File: config.mk
export PLATFORM = sky130hd
export DESIGN_NAME = two_class_priority_queue_core
export DESIGN_NICKNAME = d
export VERILOG_FILES = /design/src/tcpq_pkg.sv /design/src/two_class_priority_queue_core.sv
export SDC_FILE = /design/constraint.sdc
export NUM_CORES = 1
export LEC_CHECK = 0
export BUFFER_PORTS_ARGS = -buffer_cell sky130_fd_sc_hd__buf_4
export CORE_MARGIN = 4
export CORE_UTILIZATION = 63
export DETAILED_ROUTE_END_ITERATION = 10
export GPL_TIMING_DRIVEN = 1
export PLACE_DENSITY = 0.86
export SLEW_MARGIN = 0
export SYNTH_ARGS = -nofsm -noshare
export SYNTH_HDL_FRONTEND = slang
export SYNTH_SLANG_ARGS = --single-unit
File: constraint.sdc
create_clock -name clk_i -period 14.1 [get_ports clk_i]
set_input_delay 1.41 -clock clk_i [delete_from_list [all_inputs] [get_ports clk_i]]
set_output_delay 1.41 -clock clk_i [all_outputs]
set_load 0.1 [all_outputs]
File: src/tcpq_pkg.sv
// ----------------------------------------------------------------------------
// tcpq_pkg
// shared widths, operation codes and status codes of the two-class queue
// ----------------------------------------------------------------------------
package tcpq_pkg;

  localparam int unsigned KindW   = 2;
  localparam int unsigned TagW    = 32;
  localparam int unsigned AgeW    = 7;
  localparam int unsigned StatusW = 2;
  localparam int unsigned OccW    = 6;

  // slave side tdata: tag, age, padded to whole bytes
  localparam int unsigned STdataW = 40;
  // master side tdata: tag, age, occupancy, padded to whole bytes
  localparam int unsigned MTdataW = 48;
  // master side tuser: status, priority flag
  localparam int unsigned MTuserW = 3;

  typedef enum logic [KindW-1:0] {
    KIND_ENQ_NORMAL = 2'd0,
    KIND_ENQ_PRIO   = 2'd1,
    KIND_DEQ        = 2'd2,
    KIND_FLUSH      = 2'd3
  } kind_e;

  typedef enum logic [StatusW-1:0] {
    STATUS_DONE  = 2'd0,
    STATUS_FULL  = 2'd1,
    STATUS_EMPTY = 2'd2
  } status_e;

endpackage

File: src/two_class_priority_queue_core.sv
// ----------------------------------------------------------------------------
// two_class_priority_queue_core
// strict two-class priority queue; each class is a ring buffer in its own
// synchronous memory, dequeue serves the priority class first
// ----------------------------------------------------------------------------
//  channel   direction  tvalid/tready  tdata                      tuser
//  s_axis    in         transfer       tag, age                   kind
//  m_axis    out        transfer       tag, age, occupancy        status, priority
//
// enqueue, flush and a dequeue of an empty queue go straight to the result register; a dequeue that
// hands out an entry passes the class memory read register and then the result register.
// one result per input transfer, in input order.
// reset clears pointers, counts, the pending dequeue and the output valid; memory contents stay undefined.
// a stalled result register blocks new input transfers until it drains.
module two_class_priority_queue_core #(
  parameter int unsigned CLASS_DEPTH = 16,
  parameter int unsigned TAG_BITS    = 32
) (
  input  logic                        clk_i,
  input  logic                        rst_ni,
  input  logic                        s_axis_tvalid_i,
  output logic                        s_axis_tready_o,
  // [31:0] customer_tag, [38:32] customer_age, [39] zero
  input  logic [tcpq_pkg::STdataW-1:0] s_axis_tdata_i,
  // [1:0] kind
  input  logic [tcpq_pkg::KindW-1:0]  s_axis_tuser_i,
  output logic                        m_axis_tvalid_o,
  input  logic                        m_axis_tready_i,
  // [31:0] out_tag, [38:32] out_age, [44:39] occupancy, [47:45] zero
  output logic [tcpq_pkg::MTdataW-1:0] m_axis_tdata_o,
  // [1:0] status, [2] out_priority
  output logic [tcpq_pkg::MTuserW-1:0] m_axis_tuser_o
);

  localparam int unsigned PtrW  = (CLASS_DEPTH > 1) ? $clog2(CLASS_DEPTH) : 1;
  localparam int unsigned CntW  = $clog2(CLASS_DEPTH + 1);
  localparam int unsigned SumW  = (CntW + 1 > tcpq_pkg::OccW) ? CntW + 1 : tcpq_pkg::OccW;
  localparam int unsigned STagW = (TAG_BITS < tcpq_pkg::TagW) ? TAG_BITS : tcpq_pkg::TagW;
  localparam int unsigned EntW  = STagW + tcpq_pkg::AgeW;

  localparam logic [PtrW-1:0] PtrLast = PtrW'(CLASS_DEPTH - 1);
  localparam logic [CntW-1:0] CntFull = CntW'(CLASS_DEPTH);

  // ring buffers
  logic [EntW-1:0] prio_mem_q [CLASS_DEPTH];
  logic [EntW-1:0] norm_mem_q [CLASS_DEPTH];
  logic [EntW-1:0] prio_rd_q, norm_rd_q;

  logic [PtrW-1:0] p_head_q, p_head_d, p_tail_q, p_tail_d;
  logic [PtrW-1:0] n_head_q, n_head_d, n_tail_q, n_tail_d;
  logic [CntW-1:0] p_cnt_q, p_cnt_d, n_cnt_q, n_cnt_d;

  // dequeue waiting for read data
  logic                      pend_q, pend_d;
  logic                      pend_prio_q, pend_prio_d;
  logic [tcpq_pkg::OccW-1:0] pend_occ_q, pend_occ_d;

  logic                        m_valid_q, m_valid_d;
  logic [tcpq_pkg::MTdataW-1:0] m_data_q, m_data_d;
  logic [tcpq_pkg::MTuserW-1:0] m_user_q, m_user_d;

  logic                      accept, out_free;
  logic                      wr_prio, wr_norm, rd_prio, rd_norm;
  logic                      res_now;
  tcpq_pkg::status_e         res_status;
  logic [EntW-1:0]           wr_ent, deq_ent;
  logic [SumW-1:0]           occ_sum;
  logic [tcpq_pkg::OccW-1:0] occ;
  logic [tcpq_pkg::TagW-1:0] in_tag, deq_tag;
  logic [tcpq_pkg::AgeW-1:0] in_age, deq_age;

  assign out_free        = !m_valid_q || m_axis_tready_i;
  assign s_axis_tready_o = !pend_q && out_free;
  assign accept          = s_axis_tvalid_i && s_axis_tready_o;

  assign in_tag = s_axis_tdata_i[tcpq_pkg::TagW-1:0];
  assign in_age = s_axis_tdata_i[tcpq_pkg::TagW +: tcpq_pkg::AgeW];
  assign wr_ent = {in_age, in_tag[STagW-1:0]};

  function automatic logic [PtrW-1:0] ptr_next(input logic [PtrW-1:0] p);
    ptr_next = (p == PtrLast) ? '0 : p + PtrW'(1);
  endfunction

  always_comb begin
    p_head_d    = p_head_q;
    p_tail_d    = p_tail_q;
    p_cnt_d     = p_cnt_q;
    n_head_d    = n_head_q;
    n_tail_d    = n_tail_q;
    n_cnt_d     = n_cnt_q;
    wr_prio     = 1'b0;
    wr_norm     = 1'b0;
    rd_prio     = 1'b0;
    rd_norm     = 1'b0;
    res_now     = 1'b0;
    res_status  = tcpq_pkg::STATUS_DONE;
    pend_prio_d = pend_prio_q;
    if (accept) begin
      unique case (tcpq_pkg::kind_e'(s_axis_tuser_i))
        tcpq_pkg::KIND_ENQ_NORMAL: begin
          res_now = 1'b1;
          if (n_cnt_q == CntFull) begin
            res_status = tcpq_pkg::STATUS_FULL;
          end else begin
            wr_norm  = 1'b1;
            n_tail_d = ptr_next(n_tail_q);
            n_cnt_d  = n_cnt_q + CntW'(1);
          end
        end
        tcpq_pkg::KIND_ENQ_PRIO: begin
          res_now = 1'b1;
          if (p_cnt_q == CntFull) begin
            res_status = tcpq_pkg::STATUS_FULL;
          end else begin
            wr_prio  = 1'b1;
            p_tail_d = ptr_next(p_tail_q);
            p_cnt_d  = p_cnt_q + CntW'(1);
          end
        end
        tcpq_pkg::KIND_DEQ: begin
          if (p_cnt_q != '0) begin
            rd_prio     = 1'b1;
            pend_prio_d = 1'b1;
            p_head_d    = ptr_next(p_head_q);
            p_cnt_d     = p_cnt_q - CntW'(1);
          end else if (n_cnt_q != '0) begin
            rd_norm     = 1'b1;
            pend_prio_d = 1'b0;
            n_head_d    = ptr_next(n_head_q);
            n_cnt_d     = n_cnt_q - CntW'(1);
          end else begin
            res_now    = 1'b1;
            res_status = tcpq_pkg::STATUS_EMPTY;
          end
        end
        tcpq_pkg::KIND_FLUSH: begin
          res_now  = 1'b1;
          p_head_d = '0;
          p_tail_d = '0;
          p_cnt_d  = '0;
          n_head_d = '0;
          n_tail_d = '0;
          n_cnt_d  = '0;
        end
        default: begin
          res_now = 1'b1;
        end
      endcase
    end
  end

  assign occ_sum    = SumW'(p_cnt_d) + SumW'(n_cnt_d);
  assign occ        = occ_sum[tcpq_pkg::OccW-1:0];
  assign pend_d     = rd_prio || rd_norm;
  assign pend_occ_d = pend_d ? occ : pend_occ_q;

  assign deq_ent = pend_prio_q ? prio_rd_q : norm_rd_q;
  assign deq_tag = tcpq_pkg::TagW'(deq_ent[STagW-1:0]);
  assign deq_age = deq_ent[STagW +: tcpq_pkg::AgeW];

  always_comb begin
    m_valid_d = m_valid_q;
    m_data_d  = m_data_q;
    m_user_d  = m_user_q;
    if (res_now) begin
      m_valid_d = 1'b1;
      m_data_d  = {(tcpq_pkg::MTdataW - tcpq_pkg::TagW - tcpq_pkg::AgeW)'(occ),
                   {tcpq_pkg::AgeW{1'b0}}, {tcpq_pkg::TagW{1'b0}}};
      m_user_d  = {1'b0, res_status};
    end else if (pend_q) begin
      m_valid_d = 1'b1;
      m_data_d  = {(tcpq_pkg::MTdataW - tcpq_pkg::TagW - tcpq_pkg::AgeW)'(pend_occ_q),
                   deq_age, deq_tag};
      m_user_d  = {pend_prio_q, tcpq_pkg::STATUS_DONE};
    end else if (m_axis_tready_i) begin
      m_valid_d = 1'b0;
    end
  end

  always_ff @(posedge clk_i or negedge rst_ni) begin
    if (!rst_ni) begin
      p_head_q    <= '0;
      p_tail_q    <= '0;
      p_cnt_q     <= '0;
      n_head_q    <= '0;
      n_tail_q    <= '0;
      n_cnt_q     <= '0;
      pend_q      <= 1'b0;
      pend_prio_q <= 1'b0;
      pend_occ_q  <= '0;
      m_valid_q   <= 1'b0;
    end else begin
      p_head_q    <= p_head_d;
      p_tail_q    <= p_tail_d;
      p_cnt_q     <= p_cnt_d;
      n_head_q    <= n_head_d;
      n_tail_q    <= n_tail_d;
      n_cnt_q     <= n_cnt_d;
      pend_q      <= pend_d;
      pend_prio_q <= pend_prio_d;
      pend_occ_q  <= pend_occ_d;
      m_valid_q   <= m_valid_d;
    end
  end

  always_ff @(posedge clk_i) begin
    m_data_q <= m_data_d;
    m_user_q <= m_user_d;
  end

  // memory ports; a dequeue right after an enqueue reads after the write edge
  always_ff @(posedge clk_i) begin
    if (wr_prio) begin
      prio_mem_q[p_tail_q] <= wr_ent;
    end
    if (rd_prio) begin
      prio_rd_q <= prio_mem_q[p_head_q];
    end
  end

  always_ff @(posedge clk_i) begin
    if (wr_norm) begin
      norm_mem_q[n_tail_q] <= wr_ent;
    end
    if (rd_norm) begin
      norm_rd_q <= norm_mem_q[n_head_q];
    end
  end

  assign m_axis_tvalid_o = m_valid_q;
  assign m_axis_tdata_o  = m_data_q;
  assign m_axis_tuser_o  = m_user_q;

endmodule

==> results by group <==
Run status
  • Run status: complete, no violations

Worst hold path
  • Worst min path class: reg2reg

Synthesis
  • Seq cells post-synth: 1,409
  • EDFF count, synth: roughly 1.3k
  • Synth area leaders: edfxtp_1 (74%), mux4_2 (11%), mux2i_1 (2.2%), mux2_2 (1.6%), dfrtp_1 (1.6%)
  • Post-synth top area cell: edfxtp_1
  • Post-synth top area share: 0.7370
  • Post-synth cell types: just under 70
  • Post-Syn Instances: around 2.7k
  • Post-synth top cells: edfxtp_1 (1,334), mux4_2 (273), nand2_1 (161), o21ai_0 (142), mux2i_1 (118)
  • Post-synthesis cell area: ~54,000 um2
  • YS warnings: 0
  • Sequential-to-total area share from yosys stat: 0.7679
  • Avg Inst Size Synth: ~20 um2
  • Async SR Flop Fraction: 0.02484
  • Count leader, synth: edfxtp_1
  • Primary FF master, synth: edfxtp_1

Clock tree
  • Root Driver: clkbuf_16
  • Clock Sinks: roughly 1.4k
  • CTS tree: yes
  • Post-CTS setup buffer count: 0
  • Worst-Skew Late Latency: ~0.74 ns
  • CTS hold repair buffers: 0
  • Worst-path clk slew: roughly 0.070 ns
  • H-tree lvl count: 4
  • # resized after CTS: 0
  • Clock Path Buffers: 3
  • Num CTS Buffers: 137

Floorplan
  • Core Area: 85,410 um2
  • Initial Util: 0.6363
  • Die area: 91,040 um2
  • I/O pin count: 99
  • Die H: approximately 300 um
  • Std cell rows: roughly 110
  • Die span in x: 301.7 um

STA
  • Final setup viols: 0
  • Setup TNS: 0 ns
  • Final Hold Viols: 0
  • Min Clock Period, post-route: approximately 5.0 ns
  • Slew margin rel.: 0.1753
  • Setup Skew: approximately 0.029 ns
  • Slew @ Worst Pin: approximately 1.2 ns
  • Final period util: 0.3571
  • Slew Viols, Final: 0
  • RSZ-0062 raised after global routing: false
  • FMAX: ~0.2 GHz

Finish
  • Nets: roughly 2.9k
  • Share of layout cells above drive strength 1: 0.2568
  • Area Growth Syn to Fin: 11.88%
  • Final core occ: 0.7119

Power and ir drop
  • Lkg Pwr: roughly 0.019 uW
  • Switch Pwr: just over 3000 uW
  • Pwr per Cell Area: approximately 180 nW/um2
  • Comb pwr share: 0.212
  • Power share of the sequential group: 0.455
  • Clock power frac: 0.333
  • Internal power: 7900 uW
  • VDD IR max: 127.8 uV
  • Sw Share: 0.2780

Drt
  • M1 wire length: about 45,000 um
  • Drt initial violations: ~4.9k
  • DRC: 0
  • Total number of vias: slightly below 30k
  • WL met2: between 60,000 and 70,000 um
  • First-pass DRT Iterations: 6
  • DR vias/cell: 7.087
  • Met3 routed WL: between 15,000 and 20,000 um
  • Top routing layer in use: met5
  • Final wirelength: 136,400 um
  • Final ANT Viol Nets: 0
  • WL/cell: 33.48 um

Critical path
  • Critical Path Fanout Max: 60
  • Setup crit end kind: flip-flop
  • Crit path required time: ~15 ns
  • Crit path DAT: between 5 and 6 ns
  • CP Class: reg2reg
  • Startpoint types: flip-flop

GRT
  • Pin count of the biggest net entering global routing: 82
  • Number of global-route vias before repair: 29.71k
  • Global route overflow: 0
  • Initial antenna violation count: 4
  • Global-route wire length before repair: slightly below 200,000 um
  • Tot GR Track Use: 0.3045

Place
  • HPWL Detailed: around 65,000 um
  • Port Buffers: 94
  • Final GP Congestion: around 0.84

Job
  • Max cap viols: 0
layout by cell type (no fill, tap or decap), types with 4 or more instances in the layout:
master / n
o31ai_1: 4
a22o_1: 4
nand2b_1: 5
mux2i_1: 118
xnor2_1: 4
dfxtp_1: 40
bufinv_16: 10
dfrtp_2: 4
o21ai_0: 142
clkbuf_16: 143
nor2_1: 24
clkbuf_8: 9
a221oi_1: 40
buf_4: 148
clkinv_1: 15
nand3_1: 8
dfrtp_4: 6
a22oi_1: 41
inv_6: 7
clkinv_2: 17
mux4_2: 273
mux2_2: 78
a31oi_1: 7
ha_1: 19
dfrtp_1: 25
a21o_1: 7
nor3b_1: 8
nor3_1: 14
edfxtp_1: 1334
nand2_1: 161
inv_1: 14
clkbuf_1: 39
a21oi_1: 56
and2_2: 30
sequential cells by signal, indices dropped and copies added (netlist names):
register         count
p_cnt_q              5
m_axis_tuser_o       3
p_tail_q             4
prio_mem_q         624
pend_occ_q           6
m_axis_tvalid_o      1
n_cnt_q              5
norm_rd_q           39
pend_q               1
m_axis_tdata_o      45
n_head_q             4
pend_prio_q          1
prio_rd_q           39
n_tail_q             4
norm_mem_q         624
p_head_q             4
cells by family after synthesis:
kind of cell | count (synthesis) | share of synthesized area
flops | 1409 | 0.7679
mux | 469 | 0.1510
compound gates | 328 | 0.03741
simple gates | 282 | 0.02477
buf+inv | 168 | 0.01287
fa+ha+maj | 20 | 0.004742
xor+xnor | 6 | 0.001243
other cells | 1 | 0.00006900
critical path: stages, from the launching register on:
cell	delay [ns]
dfrtp_4	0.76
buf_4	0.78
buf_4	0.91
buf_4	0.90
mux2_2	0.43
o21ai_0	0.28
a21oi_1	0.14
o21ai_0	0.25
nand2_1	0.07
per-stage QoR:
| stage | worst slack (ns) | hold slack (ns) | power, uW | instance area (um2) | cells |
|---|---|---|---|---|---|
| CTS | 9.027 | 0.4634 | 10950 | 60800 | 4072 |
| detailed placement | 9.181 | 0.4510 | 7306 | 56370 | 3824 |
| floorplan | 7.864 | 0.4470 | 6795 | 54360 | 2685 |
| global placement | 9.403 | 0.4447 | 7182 | 56370 | 3824 |
| global route | 8.801 | 0.4750 | 11310 | 60810 | 4074 |
| finish | 9.065 | 0.4585 | 10940 | 60810 | 4074 |
final timing paths:
kind	from	endpoint	slack [ns]	cells past startpoint
worst max-delay path	p_head_q[0]$_DFFE_PN0P_	prio_rd_q[22]$_DFFE_PP_	9.07	8
worst min-delay path	m_axis_tdata_o[36]$_SDFFE_PP0P_	m_axis_tdata_o[36]$_SDFFE_PP0P_	0.46	2
worst max register to register	p_head_q[0]$_DFFE_PN0P_	prio_rd_q[22]$_DFFE_PP_	9.07	8
worst min register to register	m_axis_tdata_o[36]$_SDFFE_PP0P_	m_axis_tdata_o[36]$_SDFFE_PP0P_	0.46	2
max in group asynchronous	rst_ni	n_head_q[0]$_DFFE_PN0P_	13.07	1
min in group asynchronous	rst_ni	n_cnt_q[4]$_DFF_PN0_	0.63	1
metal layers:
metal / track usage / vias up
met2: 0.4837 / 2502
met5: 0 / -
met1: 0.4077 / 14660
met3: 0.07876 / 435
met4: 0.1326 / 2
li1: - / 11270
area by class of cell:
cell class | instances | area (um2)
Antenna cell | 2 | 5.005
Inverter | 15 | 56.30
Clock inverter | 57 | 584.3
Tap cell | 1144 | 1431
Timing Repair Buffer | 148 | 1111
Fill cell | 4607 | 24610
Sequential cell | 1409 | 41760
Clock buffer | 191 | 3849
Multi-Input combinational cell | 1108 | 12010
power groups by stage:
stage	clock network, uW	logic (uW)	registers, uW
global route	3870	2450	4990
floorplan	0	1680	5110
finish	3640	2320	4980
detailed placement	0	2250	5050
global placement	0	2150	5030
CTS	3660	2320	4970
No activity file was read; power rests on OpenSTA's default activity.
